$ cat config.mk
export PLATFORM = sky130hd
export DESIGN_NAME = uart_rx_line_assembler_flat
export DESIGN_NICKNAME = d
export VERILOG_FILES = /design/src/rtl/urla_pkg.sv /design/src/rtl/urla_if.sv /design/src/rtl/urla_store.sv /design/src/rtl/urla_seq.sv /design/src/rtl/uart_rx_line_assembler.sv /design/src/flat_wrapper.sv
export SDC_FILE = /design/constraint.sdc
export NUM_CORES = 1
export LEC_CHECK = 0
export BUFFER_PORTS_ARGS = -buffer_cell sky130_fd_sc_hd__buf_2
export CAP_MARGIN = 15
export CORE_UTILIZATION = 35
export DETAILED_ROUTE_END_ITERATION = 10
export GPL_TIMING_DRIVEN = 0
export HOLD_SLACK_MARGIN = 0.03
export PLACE_DENSITY = 0.52
export SLEW_MARGIN = 0
export SYNTH_ARGS = -nofsm -noshare
export SYNTH_HDL_FRONTEND = slang
export SYNTH_SLANG_ARGS = --single-unit
$ cat constraint.sdc
create_clock -name clk -period 3.5 [get_ports clk]
set_clock_uncertainty 0.2 [all_clocks]
set_input_delay 0.35 -clock clk [delete_from_list [all_inputs] [get_ports clk]]
set_output_delay 0.35 -clock clk [all_outputs]
set_load 0.02 [all_outputs]
$ cat src/rtl/urla_pkg.sv
package urla_pkg;

  // line store geometry
  localparam int DEPTH = 64;
  localparam int CNT_W = $clog2(DEPTH);

  localparam logic [CNT_W-1:0] FILL_MAX = CNT_W'(DEPTH - 1);
  localparam logic [CNT_W-1:0] TERM_AT  = CNT_W'(DEPTH - 2);

  localparam logic [7:0] NEWLINE_CODE = 8'h0A;
  localparam logic [7:0] NUL_CODE     = 8'h00;

  // request codes carried in the action field
  localparam logic ACT_RX   = 1'b0;
  localparam logic ACT_READ = 1'b1;

  typedef enum logic [1:0] {
    ST_IDLE,
    ST_FETCH,
    ST_EMIT,
    ST_TERM
  } state_t;

  // result load request from the sequencer to the output register
  typedef struct packed {
    logic load;
    logic line_ready;
    logic data_valid;
    logic from_mem;
    logic last;
  } res_t;

endpackage

$ cat src/rtl/urla_if.sv
interface urla_in_if;
  logic       valid;
  logic       ready;
  logic       action;
  logic [7:0] rx_byte;
  logic [7:0] dest_size;

  modport source (output valid, action, rx_byte, dest_size, input ready);
  modport sink   (input valid, action, rx_byte, dest_size, output ready);
endinterface

interface urla_out_if;
  logic       valid;
  logic       ready;
  logic       line_ready;
  logic       data_valid;
  logic [7:0] out_byte;
  logic       last;

  modport source (output valid, line_ready, data_valid, out_byte, last, input ready);
  modport sink   (input valid, line_ready, data_valid, out_byte, last, output ready);
endinterface

$ cat src/rtl/urla_store.sv
module urla_store (
  input  logic                       clk,
  input  logic                       we,
  input  logic [urla_pkg::CNT_W-1:0] waddr,
  input  logic [7:0]                 wdata,
  input  logic                       re,
  input  logic [urla_pkg::CNT_W-1:0] raddr,
  output logic [7:0]                 rdata
);

  logic [7:0] mem [urla_pkg::DEPTH];
  logic [7:0] rdata_r;

  // write one byte, read one byte with registered data
  always_ff @(posedge clk) begin
    if (we) begin
      mem[waddr] <= wdata;
    end
    if (re) begin
      rdata_r <= mem[raddr];
    end
  end

  assign rdata = rdata_r;

endmodule

$ cat src/rtl/urla_seq.sv
module urla_seq (
  input  logic                       clk,
  input  logic                       rst_n,
  input  logic                       in_valid,
  output logic                       in_ready,
  input  logic                       in_action,
  input  logic [7:0]                 in_rx_byte,
  input  logic [7:0]                 in_dest_size,
  input  logic                       out_free,
  output urla_pkg::res_t             res,
  output logic                       we,
  output logic [urla_pkg::CNT_W-1:0] waddr,
  output logic [7:0]                 wdata,
  output logic                       re,
  output logic [urla_pkg::CNT_W-1:0] raddr
);

  urla_pkg::state_t           state_r, state_nxt;
  logic [urla_pkg::CNT_W-1:0] fill_r, fill_nxt;
  logic                       pending_r, pending_nxt;
  logic [urla_pkg::CNT_W-1:0] addr_r, addr_nxt;
  logic [urla_pkg::CNT_W-1:0] rem_r, rem_nxt;

  logic                       accept;
  logic                       term;
  logic [8:0]                 len_ext;
  logic [8:0]                 lim_ext;
  logic [urla_pkg::CNT_W-1:0] n_bytes;

  assign accept = in_valid && in_ready;

  // terminate on zero, newline or the last free slot
  assign term = (in_rx_byte == urla_pkg::NUL_CODE) ||
                (in_rx_byte == urla_pkg::NEWLINE_CODE) ||
                (fill_r == urla_pkg::TERM_AT);

  // characters to copy: min(fill - 1, dest_size - 1)
  assign len_ext = 9'(fill_r - urla_pkg::CNT_W'(1));
  assign lim_ext = {1'b0, in_dest_size} - 9'd1;
  assign n_bytes = (len_ext < lim_ext) ? urla_pkg::CNT_W'(len_ext)
                                       : urla_pkg::CNT_W'(lim_ext);

  always_ff @(posedge clk) begin
    if (!rst_n) begin
      state_r   <= urla_pkg::ST_IDLE;
      fill_r    <= '0;
      pending_r <= 1'b0;
    end else begin
      state_r   <= state_nxt;
      fill_r    <= fill_nxt;
      pending_r <= pending_nxt;
    end
  end

  always_ff @(posedge clk) begin
    addr_r <= addr_nxt;
    rem_r  <= rem_nxt;
  end

  always_comb begin
    state_nxt   = state_r;
    fill_nxt    = fill_r;
    pending_nxt = pending_r;
    addr_nxt    = addr_r;
    rem_nxt     = rem_r;
    in_ready    = 1'b0;
    res         = '0;
    we          = 1'b0;
    waddr       = fill_r;
    wdata       = term ? urla_pkg::NUL_CODE : in_rx_byte;
    re          = 1'b0;
    raddr       = addr_r;

    unique case (state_r)
      urla_pkg::ST_IDLE: begin
        in_ready = out_free;
        if (accept) begin
          if (in_action == urla_pkg::ACT_RX) begin
            // store the byte unless a line waits or the store is full
            if (!pending_r && (fill_r < urla_pkg::FILL_MAX)) begin
              we          = 1'b1;
              fill_nxt    = fill_r + urla_pkg::CNT_W'(1);
              pending_nxt = term;
            end
          end else if (!pending_r) begin
            res.load = 1'b1;
            res.last = 1'b1;
          end else if (in_dest_size == 8'd0) begin
            // drop the line and report an empty delivery
            res.load       = 1'b1;
            res.line_ready = 1'b1;
            res.last       = 1'b1;
            fill_nxt       = '0;
            pending_nxt    = 1'b0;
          end else begin
            addr_nxt  = '0;
            rem_nxt   = n_bytes;
            state_nxt = (n_bytes == '0) ? urla_pkg::ST_TERM : urla_pkg::ST_FETCH;
          end
        end
      end
      urla_pkg::ST_FETCH: begin
        re        = 1'b1;
        state_nxt = urla_pkg::ST_EMIT;
      end
      urla_pkg::ST_EMIT: begin
        // hand the fetched byte over and advance the index
        if (out_free) begin
          res.load       = 1'b1;
          res.line_ready = 1'b1;
          res.data_valid = 1'b1;
          res.from_mem   = 1'b1;
          addr_nxt       = addr_r + urla_pkg::CNT_W'(1);
          rem_nxt        = rem_r - urla_pkg::CNT_W'(1);
          state_nxt      = (rem_r == urla_pkg::CNT_W'(1)) ? urla_pkg::ST_TERM
                                                          : urla_pkg::ST_FETCH;
        end
      end
      urla_pkg::ST_TERM: begin
        // send the terminator and clear the fill count and the pending mark
        if (out_free) begin
          res.load       = 1'b1;
          res.line_ready = 1'b1;
          res.data_valid = 1'b1;
          res.last       = 1'b1;
          fill_nxt       = '0;
          pending_nxt    = 1'b0;
          state_nxt      = urla_pkg::ST_IDLE;
        end
      end
      default: begin
        state_nxt = urla_pkg::ST_IDLE;
      end
    endcase
  end

endmodule

$ cat src/rtl/uart_rx_line_assembler.sv
// Channel | Dir | Payload                                   | Handshake
// in_if   | in  | action, rx_byte[7:0], dest_size[7:0]      | valid/ready
// out_if  | out | line_ready, data_valid, out_byte[7:0], last | valid/ready
//
// A received byte is stored when accepted unless a line is pending or the
// store is full. A read that delivers a line passes each character through
// the registered store read port into the output register, then the
// terminator; a read with no line pending, or dest_size zero, loads one word.
// Reset clears the fill count, the pending mark and the sequencer; the store
// is not cleared. Output stalls hold the sequencer; input is taken only when
// the sequencer is idle and the output register is free or being drained.
module uart_rx_line_assembler (
  input  logic            clk,
  input  logic            rst_n,
  urla_in_if.sink         in_if,
  urla_out_if.source      out_if
);

  urla_pkg::res_t             res;
  logic                       out_free;
  logic                       we;
  logic [urla_pkg::CNT_W-1:0] waddr;
  logic [7:0]                 wdata;
  logic                       re;
  logic [urla_pkg::CNT_W-1:0] raddr;
  logic [7:0]                 rdata;

  logic       out_valid_r, out_valid_nxt;
  logic       line_ready_r;
  logic       data_valid_r;
  logic [7:0] out_byte_r;
  logic       last_r;

  assign out_free = !out_valid_r || out_if.ready;

  urla_seq u_seq (
    .clk          (clk),
    .rst_n        (rst_n),
    .in_valid     (in_if.valid),
    .in_ready     (in_if.ready),
    .in_action    (in_if.action),
    .in_rx_byte   (in_if.rx_byte),
    .in_dest_size (in_if.dest_size),
    .out_free     (out_free),
    .res          (res),
    .we           (we),
    .waddr        (waddr),
    .wdata        (wdata),
    .re           (re),
    .raddr        (raddr)
  );

  urla_store u_store (
    .clk   (clk),
    .we    (we),
    .waddr (waddr),
    .wdata (wdata),
    .re    (re),
    .raddr (raddr),
    .rdata (rdata)
  );

  // hold the word until taken, load a new one when requested
  always_comb begin
    out_valid_nxt = out_valid_r;
    if (res.load) begin
      out_valid_nxt = 1'b1;
    end else if (out_if.ready) begin
      out_valid_nxt = 1'b0;
    end
  end

  always_ff @(posedge clk) begin
    if (!rst_n) begin
      out_valid_r <= 1'b0;
    end else begin
      out_valid_r <= out_valid_nxt;
    end
  end

  always_ff @(posedge clk) begin
    if (res.load) begin
      line_ready_r <= res.line_ready;
      data_valid_r <= res.data_valid;
      out_byte_r   <= res.from_mem ? rdata : urla_pkg::NUL_CODE;
      last_r       <= res.last;
    end
  end

  assign out_if.valid      = out_valid_r;
  assign out_if.line_ready = line_ready_r;
  assign out_if.data_valid = data_valid_r;
  assign out_if.out_byte   = out_byte_r;
  assign out_if.last       = last_r;

endmodule
$ cat src/flat_wrapper.sv
// flat-port wrapper written by rule: the top's interface ports become plain ports
module uart_rx_line_assembler_flat 
  (clk, rst_n, in_if_valid, in_if_action, in_if_rx_byte, in_if_dest_size, in_if_ready, out_if_valid, out_if_line_ready, out_if_data_valid, out_if_out_byte, out_if_last, out_if_ready);
  urla_in_if in_if_i ();
  urla_out_if out_if_i ();
  input  logic clk;
  input  logic rst_n;
  input wire logic [$bits(in_if_i.valid)-1:0] in_if_valid;
  input wire logic [$bits(in_if_i.action)-1:0] in_if_action;
  input wire logic [$bits(in_if_i.rx_byte)-1:0] in_if_rx_byte;
  input wire logic [$bits(in_if_i.dest_size)-1:0] in_if_dest_size;
  output wire logic [$bits(in_if_i.ready)-1:0] in_if_ready;
  output wire logic [$bits(out_if_i.valid)-1:0] out_if_valid;
  output wire logic [$bits(out_if_i.line_ready)-1:0] out_if_line_ready;
  output wire logic [$bits(out_if_i.data_valid)-1:0] out_if_data_valid;
  output wire logic [$bits(out_if_i.out_byte)-1:0] out_if_out_byte;
  output wire logic [$bits(out_if_i.last)-1:0] out_if_last;
  input wire logic [$bits(out_if_i.ready)-1:0] out_if_ready;
  assign in_if_i.valid = in_if_valid;
  assign in_if_i.action = in_if_action;
  assign in_if_i.rx_byte = in_if_rx_byte;
  assign in_if_i.dest_size = in_if_dest_size;
  assign in_if_ready = in_if_i.ready;
  assign out_if_valid = out_if_i.valid;
  assign out_if_line_ready = out_if_i.line_ready;
  assign out_if_data_valid = out_if_i.data_valid;
  assign out_if_out_byte = out_if_i.out_byte;
  assign out_if_last = out_if_i.last;
  assign out_if_i.ready = out_if_ready;
  uart_rx_line_assembler u_core (.clk(clk), .rst_n(rst_n), .in_if(in_if_i), .out_if(out_if_i));
endmodule
==> results.json, run 1 <==
{
  "route.met2.wl_mm": 27.3,
  "synthDistinctLibCells": 61,
  "synth_seq_area_share_pct": 73.4,
  "dr_wl_met3_mm": 3.32,
  "critPathMaxFanout": 10,
  "path_buf_inv": 2,
  "ys_ff_latch": 553,
  "htreeDepth": 2,
  "ios": 34,
  "cp-start-kind": "register",
  "gp_congestion": 0.814,
  "synth_edf_count": 543,
  "post-route-min-period_ps": 3520,
  "multi_input_area_sq_um": 5710,
  "avgSynthCellArea_sq_um": 19.3,
  "p_leak_nw": 8.11,
  "max-cap-violations": 0,
  "final_antenna_net_count": 0,
  "fin_crit_sh_pct": 101,
  "critPathRequiredTime_ps": 3550,
  "grt_pass1_vias": 11700,
  "fmax_mhz": 284,
  "irDropWorstVdd_mv": 0.354,
  "synthArstFlopShare_pct": 0,
  "cts-root-buf": "clkbuf_16",
  "row_count": 92,
  "highest_layer": "met4",
  "antenna_found_initial": 1,
  "via_count": 11500,
  "viasPerCell": 5.35,
  "die_h_um": 255,
  "drc": 0,
  "end_kind": "register",
  "synthTopCellsByArea": "edfxtp_1 (73%), mux4_2 (11%), mux4_1 (2.0%)",
  "synth_top_area_cell": "edfxtp_1",
  "cts_tree": "yes",
  "die_w_um": 255,
  "port-buffer-count": 32,
  "cts_max_path_buffers": 3,
  "slew_headroom_pct": 20.0,
  "start_util_pct": 35.5,
  "crit_chain": "inv_1 > ha_1 > clkbuf_1 > nand3_1 > nor4b_2 > nand2_1 > nor2_2",
  "yosys_warnings": 0,
  "critPathMaxStageDelay_ps": 650,
  "drive_gt1_share_pct": 26.1,
  "drt_iter0_markers": 994,
  "clkSlewWorstSetupHoldPaths_ps": 60,
  "syn_area_sq_um": 22500,
  "worstSetupPathType": "reg2reg",
  "postRouteWirelength_mm": 57.1,
  "pre_cts_ws_ps": -379,
  "outcome": "finished, violations left",
  "grt_start_max_net_pins": 49,
  "fillers": 5656,
  "drtPass1Iterations": 6,
  "nets": 1304,
  "insertion_delay_ps": 620,
  "worstMarginPinSlew_ps": 1200,
  "coreArea_sq_um": 63300,
  "yosysTopAreaCellShare_pct": 72.5,
  "clock_sinks": 553,
  "hold_class": "in2reg",
  "track_usage_pct": 17.6,
  "cts_buffers": 56,
  "hold_violations": 0,
  "synth_ff_type": "edfxtp_1",
  "crit_family": "simple AND/OR/NAND/NOR gates",
  "cp_slowest_cell": "nor2_2",
  "route.detailed.wl_per_inst_um": 26.5,
  "dp_hpwl_mm": 38.4,
  "post-layout-total-power_w": 0.0166,
  "cp_data_arrival_time_ps": 3580,
  "drv_slew": 0,
  "power_density_nw_per_um2": 641,
  "syn2layout_area_growth_pct": 15.1,
  "grt_overflow": 0,
  "dieArea_sq_um": 65200,
  "synth_fp_nets": 1203,
  "setup_viol": 8,
  "rsz0062_at_grt": "true",
  "m1WireLength_mm": 25.4,
  "final.setup.tns_ps": -177,
  "diodes": 0,
  "fin_ws_ps": -24.2,
  "synth_most_common_cell": "edfxtp_1",
  "synth_cells": 1162,
  "ff_latch_area_sq_um": 16500,
  "grt_pass1_wl_mm": 83.5,
  "synth_commonest_cells": "edfxtp_1 (543), mux4_2 (111), nor2_1 (82), nand2_1 (41), clkbuf_1 (22)",
  "violations": "negative setup slack"
}
## layout make-up
| class | instances | share of cell area [%] |
|---|---|---|
| Timing Repair Buffer | 47 | 1.47 |
| Buffer | 59 | 1.44 |
| Clock inverter | 34 | 1.23 |
| Tap cell | 846 | 4.09 |
| Multi-Input combinational cell | 531 | 22.1 |
| Clock buffer | 71 | 5.71 |
| Inverter | 15 | 0.218 |
| Sequential cell | 553 | 63.8 |
## flip-flops by register name, indices dropped and copies added, names as in the netlist
register	cells
u_core.out_if.data_valid	1
u_core.out_if.last	1
u_core.out_if.line_ready	1
u_core.out_if.out_byte	8
u_core.out_if.valid	1
u_core.u_seq.pending_r	1
u_core.u_seq.raddr	6
u_core.u_seq.rem_r	6
u_core.u_seq.state_r	2
u_core.u_seq.waddr	6
u_core.u_store.mem	512
u_core.u_store.rdata	8
## per-layer routing
layer / global-route usage (%) / vias to the layer above
li1: - / 4990
met1: 25.0 / 6145
met2: 28.2 / 327
met3: 2.62 / 77
met4: 5.00 / 0
met5: 0 / -
## where the power goes
part / switching, W / internal (W)
clock network: 0.00253 / 0.00343
registers: 0.0000709 / 0.00744
logic: 0.00189 / 0.00124
## cells in the final DEF (no fill, tap or decap), types with 9 or more instances in the layout
| master | n |
|---|---|
| a21oi_1 | 15 |
| mux4_2 | 111 |
| mux2i_1 | 11 |
| and3_1 | 9 |
| nand3_1 | 18 |
| nor2_2 | 47 |
| and2_1 | 10 |
| nand2_1 | 41 |
| a22oi_1 | 14 |
| o22ai_1 | 16 |
| ha_1 | 20 |
| mux4_1 | 17 |
| buf_4 | 15 |
| nor2b_1 | 9 |
| buf_12 | 12 |
| a22o_1 | 13 |
| nor3_1 | 15 |
| o21ai_0 | 11 |
| buf_2 | 45 |
| clkbuf_1 | 34 |
| dfxtp_1 | 10 |
| inv_1 | 15 |
| nor2_1 | 31 |
| clkbuf_16 | 57 |
| or3_1 | 9 |
| edfxtp_1 | 543 |
| clkinv_1 | 12 |
| clkinv_2 | 12 |
| xor2_1 | 11 |
## per-stage QoR
step | utilization, % | cells | hold slack [ps] | cell area, sq um
floorplan | - | 1162 | 308 | 22500
global placement | 37.4 | 2040 | 343 | 23700
detailed placement | 37.7 | 2049 | 339 | 23900
CTS | 40.6 | 2153 | 39.7 | 25700
global route | 40.9 | 2156 | 96.3 | 25900
finish | 40.9 | 2156 | 76.0 | 25900
## worst paths after layout
kind                      startpoint                   endpoint  slack, ps  depth (start not counted)
max          u_core.u_seq.state_r[0]  u_core.u_store.mem[62][4]        -20                          7
min                      in_if_valid        u_core.out_if.valid         80                          4
max reg2reg  u_core.u_seq.state_r[0]  u_core.u_store.mem[62][4]        -20                          7
min reg2reg  u_core.u_store.rdata[7]  u_core.out_if.out_byte[7]        350                          1
## worst register-to-register path: stages (launching register included)
cell      delay, ps
dfxtp_1         340
inv_1            90
ha_1            140
clkbuf_1        330
nand3_1         280
nor4b_2         540
nand2_1         590
nor2_2          660
## cells by family (layout without fill, tap and decap cells)
kind of cell,Yosys count,count (layout),share of synthesized area [%]
simple gates,237,237,5.27
compound gates,115,115,3.87
buf+inv,78,226,1.94
fa+ha+maj,20,20,1.11
xor+xnor,19,19,0.740
flops,553,553,73.4
mux,140,140,13.6
## repair_timing
| action | 4_1_cts | 5_1_grt |
|---|---|---|
| setup endpoints to repair | 111 | 523 |
| setup buffers | 0 | 4 |
| resized for setup | 14 | 48 |
| hold buffers | 2 | 0 |
| pin swaps | 0 | 2 |
| endpoints found under the hold margin | 3 | 0 |
Power figures use the tool's default switching activity.
==> run 2: changes to the inputs <==
--- a/config.mk
+++ b/config.mk
@@ -12,6 +12,7 @@
 export GPL_TIMING_DRIVEN = 0
 export HOLD_SLACK_MARGIN = 0.03
 export PLACE_DENSITY = 0.52
+export SETUP_SLACK_MARGIN = 0.15
 export SLEW_MARGIN = 0
 export SYNTH_ARGS = -nofsm -noshare
 export SYNTH_HDL_FRONTEND = slang
==> results.json, run 2 (synthesis results as in run 1) <==
{
  "hold_violations": 0,
  "die_h_um": 255,
  "syn2layout_area_growth_pct": 16.5,
  "crit_chain": "inv_1 > ha_1 > clkbuf_1 > nand3_1 > nor4_2 > nand2_1 > nor2_2",
  "cp-start-kind": "register",
  "multi_input_area_sq_um": 5900,
  "postRouteWirelength_mm": 57.8,
  "nets": 1317,
  "gp_congestion": 0.814,
  "drtPass1Iterations": 5,
  "worstSetupPathType": "reg2reg",
  "start_util_pct": 35.5,
  "rr_worst_depth": 7,
  "die_w_um": 255,
  "hold_class": "in2reg",
  "fmax_mhz": 298,
  "end_kind": "register",
  "grt_start_max_net_pins": 49,
  "grt_pass1_wl_mm": 83.5,
  "viasPerCell": 5.36,
  "grt_overflow": 0,
  "cts_buffers": 56,
  "drc": 0,
  "cp_slowest_cell": "nor2_2",
  "path_buf_inv": 2,
  "critPathMaxFanout": 10,
  "post-route-min-period_ps": 3360,
  "final_cell_mix": "edfxtp_1 (543), mux4_2 (111), clkbuf_16 (57), buf_2 (44), nand2_1 (38)",
  "ff_latch_area_sq_um": 16500,
  "fin_crit_sh_pct": 96.0,
  "crit_family": "simple AND/OR/NAND/NOR gates",
  "worstMarginPinSlew_ps": 1630,
  "slew_headroom_pct": -8.42,
  "setup_viol": 0,
  "insertion_delay_ps": 610,
  "drive_gt1_share_pct": 28.2,
  "critPathMaxStageDelay_ps": 600,
  "final_antenna_net_count": 0,
  "ios": 34,
  "via_count": 11600,
  "worst-path-stages": 7,
  "outcome": "finished, violations left",
  "drt_iter0_markers": 1038,
  "cts-root-buf": "clkbuf_16",
  "clock_sinks": 553,
  "irDropWorstVdd_mv": 0.354,
  "cts_max_path_buffers": 3,
  "largest-register": "u_core.u_store.mem",
  "row_count": 92,
  "drv_slew": 11,
  "post-layout-total-power_w": 0.0167,
  "diodes": 0,
  "hold_depth": 4,
  "htreeDepth": 2,
  "max-cap-violations": 1,
  "critPathRequiredTime_ps": 3540,
  "layout_commonest_cell": "edfxtp_1",
  "cp_data_arrival_time_ps": 3400,
  "coreArea_sq_um": 63300,
  "clkSlewWorstSetupHoldPaths_ps": 60,
  "rsz0062_at_grt": "true",
  "fillers": 5630,
  "fin_area_sq_um": 26200,
  "place_area_sq_um": 23900,
  "cts_tree": "yes",
  "power_density_nw_per_um2": 636,
  "dieArea_sq_um": 65200,
  "violations": "max-capacitance violations, max-slew violations",
  "largest_reg_flops": 512,
  "grt_pass1_vias": 11700,
  "route.detailed.wl_per_inst_um": 26.7,
  "antenna_found_initial": 1,
  "dp_hpwl_mm": 38.4,
  "p_leak_nw": 8.19,
  "track_usage_pct": 17.6,
  "port-buffer-count": 32
}
run 2: changes by cell type in the layout (fill, tap and decap cells not counted), sizes merged:
| cell | change |
|---|---|
| buf | +13 |
run 2: path summary, 6_finish.rpt:
check | startpoint | endpoint | slack (ps)
setup / recovery | u_core.u_seq.state_r[0] | u_core.u_store.mem[50][0] | 140
hold / removal | in_if_valid | u_core.out_if.valid | 70
setup reg to reg | u_core.u_seq.state_r[0] | u_core.u_store.mem[50][0] | 140
hold reg to reg | u_core.u_store.rdata[7] | u_core.out_if.out_byte[7] | 350
run 2: area by class of cell:
cell class | instances | share of cell area (%)
clock buffers | 71 | 5.65
flip-flops and latches | 553 | 63.0
repair buffers | 56 | 1.72
clock inverters | 34 | 1.22
multi-input cells | 531 | 22.5
well taps | 846 | 4.04
inverters | 15 | 0.215
plain buffers | 63 | 1.60
run 2: through the flow:
step	hold slack [ps]	util (%)	cells	TNS [ps]	worst slack, ps
CTS	39.7	40.9	2161	-842	-40.6
detailed placement	339	37.7	2049	-6420	-379
floorplan	308	-	1162	0	427
global route	90.5	41.4	2169	-3630	-62.3
global placement	343	37.4	2040	-197280	-696
finish	69.7	41.4	2169	0	141
run 2: power by group:
group	total, W	internal [W]	switching (W)	leakage [nW]
Sequential	0.00752	0.00744	0.0000714	4.98
Combinational	0.00319	0.00126	0.00192	2.33
Clock	0.00595	0.00343	0.00253	0.883
Total	0.0167	0.0121	0.00452	8.19
run 2: timing repair:
| item | in CTS | in global routing |
|---|---|---|
| setup endpoints to repair | 412 | 465 |
| endpoints found under the hold margin | 3 | 0 |
| setup buffers | 5 | 8 |
| hold buffers | 2 | 0 |
| resized for setup | 69 | 52 |
| pin swaps | 2 | 2 |
run 2: worst min-delay path, delay by kind of cell:
family,cells,cell delay [ps]
AOI/OAI and AO/OA,2,270
buffers and inverters,1,130
and+or+nand+nor,1,80
run 2: layer usage:
metal / share of wire (%) / vias to the layer above / GRT usage [%] / wire length, um
met2: 48 / 356 / 28.4 / 27500
met1: 44 / 6162 / 24.8 / 25600
met4: 2.2 / 0 / 5.19 / 1300
met5: 0 / - / 0 / 0
li1: - / 5026 / - / -
met3: 6.0 / 84 / 2.56 / 3460
==> run 3: changes to the inputs <==
==> constraint.sdc (replaced) <==
create_clock -name clk -period 3.1 [get_ports clk]
set_clock_uncertainty 0.2 [all_clocks]
set_input_delay 0.31 -clock clk [delete_from_list [all_inputs] [get_ports clk]]
set_output_delay 0.31 -clock clk [all_outputs]
set_load 0.02 [all_outputs]
==> results.json, run 3 (synthesis results as in run 1) <==
{
  "outcome": "finished, violations left",
  "violations": "max-capacitance violations",
  "start_util_pct": 35.5,
  "end_kind": "register",
  "syn2layout_area_growth_pct": 19.5,
  "cp_data_arrival_time_ps": 3090,
  "critPathMaxFanout": 7,
  "insertion_delay_ps": 620,
  "grt_pass1_vias": 11800,
  "port-buffer-count": 32,
  "worstMarginPinSlew_ps": 1500,
  "track_usage_pct": 17.7,
  "fillers": 5531,
  "hold_slack_ps": 79.1,
  "diodes": 0,
  "drv_slew": 0,
  "ios": 34,
  "drtPass1Iterations": 5,
  "layout_commonest_cell": "edfxtp_1",
  "clkSlewWorstSetupHoldPaths_ps": 70,
  "final_core_utilization_pct": 42.4,
  "max-cap-violations": 1,
  "irDropWorstVdd_mv": 0.447,
  "clock_sinks": 553,
  "rsz0062_at_grt": "true",
  "finalNonFillerCells": 2184,
  "hold_violations": 0,
  "gp_congestion": 0.832,
  "route.detailed.wl_per_inst_um": 26.4,
  "die_w_um": 255,
  "cts_max_path_buffers": 3,
  "slew_headroom_pct": 0.154,
  "fin_crit_sh_pct": 95.1,
  "drive_gt1_share_pct": 32.3,
  "die_h_um": 255,
  "power_density_nw_per_um2": 704,
  "setup_viol": 0,
  "largest_reg_flops": 512,
  "largest-register": "u_core.u_store.mem",
  "nets": 1333,
  "grt_overflow": 0,
  "drt_iter0_markers": 1193,
  "dp_hpwl_mm": 38.2,
  "grt_pass1_wl_mm": 83.3,
  "critPathRequiredTime_ps": 3240,
  "worstSetupPathType": "reg2reg",
  "p_leak_nw": 8.46,
  "coreArea_sq_um": 63300,
  "via_count": 11600,
  "cts_buffers": 56,
  "dieArea_sq_um": 65200,
  "cp-start-kind": "register",
  "cts-root-buf": "clkbuf_16",
  "fmax_mhz": 339,
  "post-route-min-period_ps": 2950,
  "row_count": 92,
  "antenna_found_initial": 0,
  "postRouteWirelength_mm": 57.7,
  "final.setup.tns_ps": 0,
  "viasPerCell": 5.32,
  "grt_start_max_net_pins": 49,
  "final_cell_mix": "edfxtp_1 (543), mux4_2 (111), clkbuf_16 (57), nor2_4 (57), buf_2 (37)",
  "htreeDepth": 2,
  "final_antenna_net_count": 0,
  "hold_class": "in2reg",
  "place_inst": 2049,
  "cts_tree": "yes",
  "drc": 0
}
==> run 3: final timing paths <==
check,slack (ps),endpoint,start,cells after the start
worst max-delay path,150,u_core.u_seq.rem_r[0],u_core.u_seq.waddr[0],11
worst min-delay path,80,u_core.u_seq.rem_r[4],in_if_dest_size[4],5
worst max register to register,150,u_core.u_seq.rem_r[0],u_core.u_seq.waddr[0],11
worst min register to register,330,u_core.u_seq.waddr[0],u_core.u_seq.waddr[0],1
==> run 3: layer usage <==
layer / wire (um) / share of wire (%) / global-route usage (%) / vias to the layer above
met5: 0 / 0 / 0 / -
met4: 1480 / 2.6 / 5.42 / 0
met1: 24600 / 43 / 23.9 / 6112
met3: 3770 / 6.5 / 4.21 / 80
met2: 27900 / 48 / 28.5 / 361
li1: - / - / - / 5063
==> run 3: cell type report <==
type | count | area [sq um] | area share (%)
flip-flops and latches | 553 | 16500 | 61.5
well taps | 846 | 1060 | 3.94
plain buffers | 63 | 541 | 2.01
inverters | 15 | 58.8 | 0.219
clock buffers | 65 | 1440 | 5.34
clock inverters | 39 | 312 | 1.16
repair buffers | 72 | 669 | 2.49
multi-input cells | 531 | 6270 | 23.4
==> run 3: critical path, cell delays in order, from the launching register on <==
cell       delay [ps]
dfxtp_4           380
or3_4             400
clkbuf_16         160
nor3_4            140
xor2_2            170
ha_1              250
nand4_1           140
nor2_2             70
a211oi_4          310
buf_6             160
mux2i_2           210
mux2i_1            90
==> run 3: through the flow <==
stage	setup slack [ps]	power, W	area [sq um]
floorplan	170	0.0109	22500
global placement	-1040	0.0121	23700
detailed placement	-692	0.0122	23900
CTS	-334	0.0189	26300
global route	27.4	0.0195	26900
finish	151	0.0189	26900
==> run 3: power breakdown <==
group	leakage, nW	switching (W)	internal (W)
combinational	2.62	0.00230	0.00162
sequential	4.98	0.0000711	0.00840
clock	0.861	0.00286	0.00365
==> run 3: repair_timing <==
item | 4_1_cts | 5_1_grt
gates cloned | 0 | 0
hold endpoints to repair | 6 | 0
gates resized for setup | 124 | 116
setup endpoints to repair | 533 | 583
pin swaps | 4 | 11
hold buffers | 4 | 0
buffers inserted | 15 | 12
